===== src/sv/sphd_pkg.sv =====
// package for the spead packet header offset decoder: payload types and constants
`timescale 1ns / 1ps
package sphd_pkg;
    localparam int FRACTION_BITS = 24;
    localparam int MAX_STREAMS = 1024;

    localparam logic [62:0] M63 = {63{1'b1}};
    localparam logic [62:0] ID_TIMESTAMP = 63'h1600;
    localparam logic [62:0] ID_CHANNEL = 63'h4103;
    localparam logic [62:0] ID_HEAP_CNT = 63'd1;
    localparam logic [62:0] ID_HEAP_LEN = 63'd2;
    localparam logic [62:0] ID_PAY_OFF = 63'd3;
    localparam logic [62:0] ID_PAY_LEN = 63'd4;
    localparam logic [62:0] ID_STREAM_CTRL = 63'd6;

    localparam logic [2:0] ST_OK = 3'd0;
    localparam logic [2:0] ST_NOT_DATA = 3'd1;
    localparam logic [2:0] ST_RANGE = 3'd2;
    localparam logic [2:0] ST_BEFORE = 3'd3;
    localparam logic [2:0] ST_STOP = 3'd4;

    localparam logic [2:0] REG_START = 3'd0;
    localparam logic [2:0] REG_RATIO = 3'd1;
    localparam logic [2:0] REG_HEAPLEN = 3'd2;
    localparam logic [2:0] REG_FIRSTCH = 3'd3;
    localparam logic [2:0] REG_CPS = 3'd4;
    localparam logic [2:0] REG_SCOUNT = 3'd5;

    typedef struct packed {
        logic [63:0] word;
        logic        first_word;
    } t_in_item;

    typedef struct packed {
        logic [2:0]  status;
        logic [62:0] buf_offset;
        logic [47:0] pay_size;
        logic [9:0]  stream_index;
        logic        upper_subband;
    } t_out_item;
endpackage


===== src/sv/sphd_calc.sv =====
// offset sequencer: stream division, scaled timestamp and saturating sums
`timescale 1ns / 1ps
module sphd_calc #(
    parameter int FRACTION_BITS = sphd_pkg::FRACTION_BITS,
    parameter int MAX_STREAMS = sphd_pkg::MAX_STREAMS
) (
    input  logic                i_clk,
    input  logic                i_rst_n,
    input  logic                i_start,
    input  logic                i_hold,
    input  logic                i_is_data,
    input  logic                i_stop_seen,
    input  logic                i_has_chan,
    input  logic                i_has_ts,
    input  logic [47:0]         i_channel,
    input  logic [47:0]         i_timestamp,
    input  logic [47:0]         i_heap_len,
    input  logic [47:0]         i_pay_off,
    input  logic [47:0]         i_pay_len,
    input  logic [47:0]         i_start_sample,
    input  logic [31:0]         i_ratio,
    input  logic [11:0]         i_first_channel,
    input  logic [10:0]         i_cps,
    input  logic [10:0]         i_scount,
    output logic                o_done,
    output sphd_pkg::t_out_item o_result
);
    localparam int SW = $clog2(MAX_STREAMS + 1);
    localparam logic [SW-1:0] MAXS = SW'(MAX_STREAMS);

    typedef enum logic [2:0] {
        S_IDLE, S_DIV, S_CHECK, S_MUL_LO, S_MUL_HI, S_ADD_SH, S_ADD_POFF, S_DONE
    } t_state;

    t_state      r_state;
    logic [47:0] r_rem;
    logic [47:0] r_quo;
    logic [5:0]  r_cnt;
    logic [10:0] r_div;
    logic [47:0] r_obs;
    logic [63:0] r_plo;
    logic [63:0] r_acc;
    logic        r_sat;
    logic [SW-1:0] r_cnt_lim;
    sphd_pkg::t_out_item r_res;

    logic [48:0] w_trial;
    logic [47:0] w_shrem;
    logic [63:0] w_mul;
    logic [31:0] w_mul_a;
    logic [63:0] w_sum;
    logic [63:0] w_addend;
    logic [63:0] w_phi_sh;
    logic [SW+47:0] w_sprod;
    logic        w_chan_low;

    always_comb begin
        w_shrem = {r_rem[46:0], r_quo[47]};
        w_trial = {1'b0, w_shrem} - {38'd0, r_div};
        w_mul_a = (r_state == S_MUL_LO) ? r_obs[31:0] : {16'd0, r_obs[47:32]};
        w_mul = {32'd0, w_mul_a} * {32'd0, i_ratio};
        w_phi_sh = w_mul << (32 - FRACTION_BITS);
        // stream index is below the stream limit here
        w_sprod = r_quo[SW-1:0] * i_heap_len;
        unique case (r_state)
            S_ADD_SH:   w_addend = {{(16 - SW){1'b0}}, w_sprod};
            default:    w_addend = {16'd0, i_pay_off};
        endcase
        w_sum = r_acc + w_addend;
        w_chan_low = !i_has_chan || (i_channel < {36'd0, i_first_channel});
    end

    always_ff @(posedge i_clk) begin
        if (!i_rst_n) begin
            r_state <= S_IDLE;
        end else begin
            unique case (r_state)
                S_IDLE: begin
                    if (i_start) begin
                        r_res.pay_size <= i_pay_len;
                        r_res.buf_offset <= '0;
                        r_res.stream_index <= '0;
                        r_res.upper_subband <= 1'b0;
                        r_res.status <= !i_is_data ? (i_stop_seen ? sphd_pkg::ST_STOP
                                                                  : sphd_pkg::ST_NOT_DATA)
                                      : (w_chan_low ? sphd_pkg::ST_RANGE : sphd_pkg::ST_OK);
                        r_cnt_lim <= (32'(i_scount) > 32'(MAX_STREAMS)) ? MAXS
                                                                         : SW'(i_scount);
                        r_div <= (i_cps == 11'd0) ? 11'd1 : i_cps;
                        r_rem <= '0;
                        r_quo <= i_channel - {36'd0, i_first_channel};
                        r_cnt <= 6'd0;
                        r_obs <= i_timestamp - i_start_sample;
                        r_sat <= 1'b0;
                        r_state <= (!i_is_data || w_chan_low) ? S_DONE : S_DIV;
                    end
                end
                S_DIV: begin
                    // restoring division, one quotient bit per cycle
                    if (!w_trial[48]) begin
                        r_rem <= w_trial[47:0];
                        r_quo <= {r_quo[46:0], 1'b1};
                    end else begin
                        r_rem <= w_shrem;
                        r_quo <= {r_quo[46:0], 1'b0};
                    end
                    r_cnt <= r_cnt + 6'd1;
                    if (r_cnt == 6'd47) r_state <= S_CHECK;
                end
                S_CHECK: begin
                    if (r_quo >= 48'(r_cnt_lim)) begin
                        r_res.status <= sphd_pkg::ST_RANGE;
                        r_state <= S_DONE;
                    end else if (!i_has_ts || i_timestamp < i_start_sample) begin
                        r_res.status <= sphd_pkg::ST_BEFORE;
                        r_state <= S_DONE;
                    end else begin
                        r_res.stream_index <= r_quo[9:0];
                        r_res.upper_subband <= r_quo >= 48'(r_cnt_lim >> 1);
                        r_state <= S_MUL_LO;
                    end
                end
                S_MUL_LO: begin
                    r_plo <= w_mul;
                    r_state <= S_MUL_HI;
                end
                S_MUL_HI: begin
                    if ((w_mul >> (31 + FRACTION_BITS)) != 64'd0) begin
                        r_acc <= {1'b0, sphd_pkg::M63};
                    end else begin
                        r_acc <= w_phi_sh + (r_plo >> FRACTION_BITS);
                    end
                    r_state <= S_ADD_SH;
                end
                S_ADD_SH: begin
                    if (r_acc > {1'b0, sphd_pkg::M63}) r_acc <= {1'b0, sphd_pkg::M63};
                    else if (w_sum > {1'b0, sphd_pkg::M63}) r_acc <= {1'b0, sphd_pkg::M63};
                    else r_acc <= w_sum;
                    r_state <= S_ADD_POFF;
                end
                S_ADD_POFF: begin
                    r_res.buf_offset <= (w_sum > {1'b0, sphd_pkg::M63}) ? sphd_pkg::M63
                                                                       : w_sum[62:0];
                    r_state <= S_DONE;
                end
                S_DONE: begin
                    if (!i_hold) r_state <= S_IDLE;
                end
                default: r_state <= S_IDLE;
            endcase
        end
    end

    assign o_done = (r_state == S_DONE);
    assign o_result = r_res;

    a_div_len: assert property (@(posedge i_clk) disable iff (!i_rst_n)
        (r_state == S_DIV) |-> (r_cnt <= 6'd47)) else $error("div overrun");
    a_done_pulse: assert property (@(posedge i_clk) disable iff (!i_rst_n)
        (r_state == S_DONE && !i_hold) |=> (r_state == S_IDLE)) else $error("done held");
    a_sat: assert property (@(posedge i_clk) disable iff (!i_rst_n)
        (r_state == S_ADD_POFF) |-> (r_acc <= {1'b0, sphd_pkg::M63}))
        else $error("acc overflow");
endmodule


===== config.mk =====
export PLATFORM = sky130hd
export DESIGN_NAME = sphd_calc
export DESIGN_NICKNAME = d
export VERILOG_FILES = /design/src/sv/sphd_pkg.sv /design/src/sv/sphd_calc.sv
export SDC_FILE = /design/constraint.sdc
export NUM_CORES = 2
export LEC_CHECK = 0
export ABC_AREA = 0
export ABC_CLOCK_PERIOD_IN_PS = 10800
export BUFFER_PORTS_ARGS = -buffer_cell sky130_fd_sc_hd__clkbuf_2
export CAP_MARGIN = 20
export CORE_UTILIZATION = 50
export DETAILED_ROUTE_END_ITERATION = 8
export PLACE_DENSITY_LB_ADDON = 0.05
export SYNTH_ARGS = -nofsm -noshare
export SYNTH_HDL_FRONTEND = slang
export SYNTH_SLANG_ARGS = --single-unit

===== constraint.sdc =====
create_clock -name i_clk -period 10.8 [get_ports i_clk]
set_clock_uncertainty 0.2 [all_clocks]
set_input_delay 1.08 -clock i_clk [delete_from_list [all_inputs] [get_ports i_clk]]
set_output_delay 1.08 -clock i_clk [all_outputs]
set_load 0.03 [all_outputs]

## Yosys cells after proc, flatten, opt, wreduce, memory -nomap -nowiden

Index checks and enable logic that the tools add are counted.

- Bits in registers: 427
- Output and inout bits: 126

- $mul: 2
- Equal/unequal tests: 14
- Add/sub/neg operators: 6
- Mux-type cells: 33
- Order comparisons: 7
- Reductions and logical operators: 21

Operators with widths:

| operator | count |
|---|---|
| $mux W64 | 3 |
| $gt A64 B63 Y1 const B | 2 |
| $pmux W64 S2 | 1 |
| $pmux W63 S2 | 1 |
| $mux W125 | 1 |
| $pmux W48 S2 | 1 |
| $mux W47 | 2 |
| $pmux W47 S2 | 1 |
| $add A64 B40 Y64 | 1 |
| $add A64 B59 Y64 | 1 |
| $mul A32 B32 Y64 | 1 |
| $reduce_bool A64 Y1 | 1 |
| $mux W63 | 1 |
| $mul A11 B48 Y59 | 1 |
| $mux W59 | 1 |
| $sub A48 B11 Y49 | 1 |
| $ge A48 B10 Y1 | 1 |
| $ge A48 B11 Y1 | 1 |
| $lt A48 B12 Y1 | 1 |
| $lt A48 B48 Y1 | 1 |
| $mux W48 | 1 |
| $sub A48 B12 Y48 | 1 |
| $sub A48 B48 Y48 | 1 |
| $mux W32 | 1 |
| 26 further kinds | 55 |

## Logic depth before layout (Yosys ltp)

- Depth after elaboration: 7
- Gate-level depth with buffers: 44

## Worst setup path before layout

Ideal clock, no wire load.

- Kind: register -> register
- From: reg r_state[1]
- To: reg r_acc[63], data pin
- Arrival: 10.013 ns
- Cell stages (with the launch flop): 44
- Setup slack: 0.323 ns
- Path buffers: 4
- Path through: dfxtp_1 clkbuf_1 nand2_1 nor2_1 clkbuf_1 mux2_2 clkbuf_1 nand2_1 fa_1 inv_1 fa_1 inv_1 fa_1 inv_1 fa_1 fa_1 inv_1 fa_1 [... 8 more ...] o21ai_0 a21oi_1 o211ai_1 or2_2 xor2_1 ha_1 a21o_1 a21o_1 a21oi_1 o21bai_1 nor3b_1 a211oi_1 o21a_1 o21ai_0 nor2_1 and3_1 a41oi_1 nor4b_1

- Elaborated cells on any way between the ends: 14

RTL lines:

| item | RTL line | source |
|---|---|---|
| start: declaration | sphd_calc.sv:35 | `t_state r_state;` |
| start signal: assignment | sphd_calc.sv:95 | `r_state <= (!i_is_data \|\| w_chan_low) ? S_DONE : S_DIV;` |
| $eq A3 B2 Y1 | sphd_calc.sv:60 | `w_mul_a = (r_state == S_MUL_LO) ? r_obs[31:0] : {16'd0, r_obs[47:32]};` |
| $mux W32 | sphd_calc.sv:60 |  |
| $mul A32 B32 Y64 | sphd_calc.sv:61 | `w_mul = {32'd0, w_mul_a} * {32'd0, i_ratio};` |
| via w_mul[26] | sphd_calc.sv:49 | `logic [63:0] w_mul;` |
| $add A64 B40 Y64 | sphd_calc.sv:131 | `r_acc <= w_phi_sh + (r_plo >> FRACTION_BITS);` |
| $mux W64 | sphd_calc.sv:128 | `if ((w_mul >> (31 + FRACTION_BITS)) != 64'd0) begin` |
| $pmux W64 S2 | sphd_calc.sv:77 | `unique case (r_state)` |
| end signal: assignment | sphd_calc.sv:129 | `r_acc <= {1'b0, sphd_pkg::M63};` |
| end signal: assignment | sphd_calc.sv:131 |  |
| end signal: assignment | sphd_calc.sv:136 | `if (r_acc > {1'b0, sphd_pkg::M63}) r_acc <= {1'b0, sphd_pkg::M63};` |
| end: declaration | sphd_calc.sv:42 | `logic [63:0] r_acc;` |

The timed path passes the listed nets, and every way through them passes these cells.
A chain may end at the register's enable or synchronous reset.

## Worst setup path after layout

- From: reg r_state[0]
- To: reg r_acc[45], data pin

- Elaborated cells on any way between the ends: 14

RTL lines:

| item | RTL line |
|---|---|
| $eq A3 B2 Y1 | sphd_calc.sv:60 |
| $mux W32 | sphd_calc.sv:60 |
| $mul A32 B32 Y64 | sphd_calc.sv:61 |
| via w_mul[62] | sphd_calc.sv:49 |
| $reduce_bool A64 Y1 | sphd_calc.sv:128 |
| $mux W64 | sphd_calc.sv:128 |
| $pmux W64 S2 | sphd_calc.sv:77 |

The timed path passes the listed nets, and every way through them passes these cells.

==> impl_metrics.ini <==
[grt]
grt_most_used_layer = met2
grt_usage_pct = 31.5
grt_util_met2_pct = 53.6
use_met1_pct = 40.9
grt_pass1_vias = 61800
antenna_found_initial = 13
grt_pass1_wl_mm = 367
grt_max_degree = 85
use_met3_pct = 3.86
grt_remaining_overflow = 0

[status]
status = finished clean

[logic_synthesis]
synth_cell_types = 90
netlist_area_um2 = 75500
synth_seq_area_share_pct = 16.0
async_reset_ff_share_pct = 0
synthAdderAreaFrac_pct = 43.9
synth_xor_area_share_pct = 3.74
synth-edff-count = 400
synth_fp_nets = 10600
synth_commonest_cells = inv_1 (1502), nand2_1 (1439), fa_1 (1314)
yosys.area.top_type_share_pct = 34.8
synth_top_area_cell = fa_1
synth.area.mux_share_pct = 0.320
synth_seq_cells = 403
synth-simple-area-share_pct = 16.1
synth_top_family_by_area = adder cells
syn_avg_cell_area_um2 = 9.02
ys.flop_type = edfxtp_1
netlist_top_cells_area = fa_1 (35%), edfxtp_1 (16%), ha_1 (9.0%), inv_1 (7.5%), nand2_1 (7.2%)
yosysWarnings = 0
syn_inst = 8368
synth.most_common_cell = inv_1
synth_compound_area_share_pct = 10.1

[setup_path]
cp_top_family = adder cells
crit_arrival_ns = 10.56
timing.rr.start = r_state[0]
cp_slowest_stage_delay_ns = 0.67
worstSetupPathType = reg2reg
required_ns = 10.93
slowest_stage = or4_2
worstPathMaxFanout = 63
cp_common_cell = fa_1
cp_num_buf_inv = 14
reg2regPathDepth = 37
cp-start-kind = flop
cp.depth = 37
worstReg2RegEnd = r_acc[45]
end_kind = flop
r2r_slack_ns = 0.37

[routing]
drt-total-wl_mm = 239
antenna_left = 0
viasPerCell = 5.54
post_drt_wl_per_cell_um = 22.0
drc = 0
vias = 60200
firstDrtPassIters = 5
drt-initial-drc-count = 4473

[job]
cap_violations = 0

[floorplanning]
die-area_um2 = 153000
die_y_um = 391
initial_core_util_pct = 50.4
core_area_um2 = 150000
die_x_um = 391
pin_count = 488
fp-row-count = 142

[timing]
setup_viol = 0
hold_viol_final = 0
period_minus_slack_ns = 10.43
tns_ns = 0
relSlewSlack_pct = 24.0
fmax_ghz = 0.0959
tightest_slew_ns = 1.13
fin_crit_sh_pct = 96.6
setup_ws_ns = 0.370
final_max_slew_viol_count = 0

[final_layout]
area_delta_synth_final_pct = 10.7
final_area_um2 = 83600
drive_above_1_share_pct = 11.3
utilization_pct = 55.8
fin_nets = 11000

[worst_hold_path]
hold_start = r_quo[33]
min_to = r_quo[34]
hp-class = reg2reg
hold_path_depth = 2

[clock_tree]
clock_sinks = 403
clkLatencyLatePin_ns = 0.70
clk_path_buf_depth = 3
cts.htree.levels = 2
cts_hold_buf = 0
numCtsBuffers = 49
clk_transition_reported_paths_ns = 0.06
tritoncts = done
cts_root_buf = clkbuf_16

[placed_design]
place.gp.congestion = 0.939
port_buffers = 487
hpwl_mm = 199
placed_cell_area_um2 = 81600
pre_cts_slack_ns = -0.0437
kinds of logic after synthesis:
group / count (synthesis)
and+or+nand+nor: 2616
buffers and inverters: 1962
adders and majority gates: 1859
AOI/OAI and AO/OA: 1184
DFF: 403
xor gates and xnor gates: 322
muxes: 22
layout make-up:
cell class / instances / area (um^2)
Antenna cell: 7 / 17.5
Clock buffer: 60 / 1280
Clock inverter: 32 / 409
Fill cell: 14000 / 66200
Inverter: 1502 / 5640
Multi-Input combinational cell: 6003 / 56100
Sequential cell: 403 / 12100
Tap cell: 2016 / 2520
Timing Repair Buffer: 846 / 5520
per-stage QoR:
step                      hold slack, ns  std cells
after detailed placement           0.341      10800
after floorplan                    0.322       8368
after CTS                          0.306      10900
after global placement             0.334      10800
after global routing               0.343      10900
final                              0.354      10900
flip-flops by register name, indices dropped and copies added (netlist names):
name,cells
r_cnt,6
r_quo,48
o_result,125
r_cnt_lim,11
r_obs,48
r_state,3
r_acc,64
r_div,11
r_rem,47
r_plo,40
routing by layer:
metal	up-vias	routed length, um
li1	27400	-
met3	417	14000
met2	1943	118000
met4	4	10500
met1	30400	96900
met5	-	22
worst max path at each step:
stage                  startpoint       endpoint
floorplan              r_state[1]      r_acc[63]
global placement    i_heap_len[1]  o_result[115]
detailed placement  i_heap_len[1]  o_result[115]
CTS                    r_state[0]      r_acc[45]
global route           r_state[0]      r_acc[45]
finish                 r_state[0]      r_acc[45]
placed cells by master, fill, tap and decap left out, types with 64 or more instances in the layout:
cell type / count
a21o_1: 172
a21oi_1: 365
a2bb2oi_1: 64
and2_1: 330
and3_1: 166
buf_4: 325
clkbuf_2: 487
edfxtp_1: 400
fa_1: 1314
ha_1: 545
inv_1: 1502
nand2_1: 1438
nand3_1: 65
nor2_1: 241
nor3_1: 71
o21ai_0: 229
xnor2_1: 193
xor2_1: 127
worst reg2reg max path, delay by kind of cell, from the launching register on:
kind            cells  cell delay [ns]
compound gates      6             1.33
xor+xnor            1             0.14
fa+ha+maj           9             4.42
buf+inv            14             1.87
flops               1             0.33
mux                 1             0.27
simple gates        6             1.57
repair_timing:
item,in CTS,in global routing
hold endpoints to repair,0,0
setup buffers,0,9
setup endpoints to repair,0,68
resized for setup,0,28
Power is not shown: default switching activity piles up to over one toggle a cycle in this logic, so the estimate is an artifact.
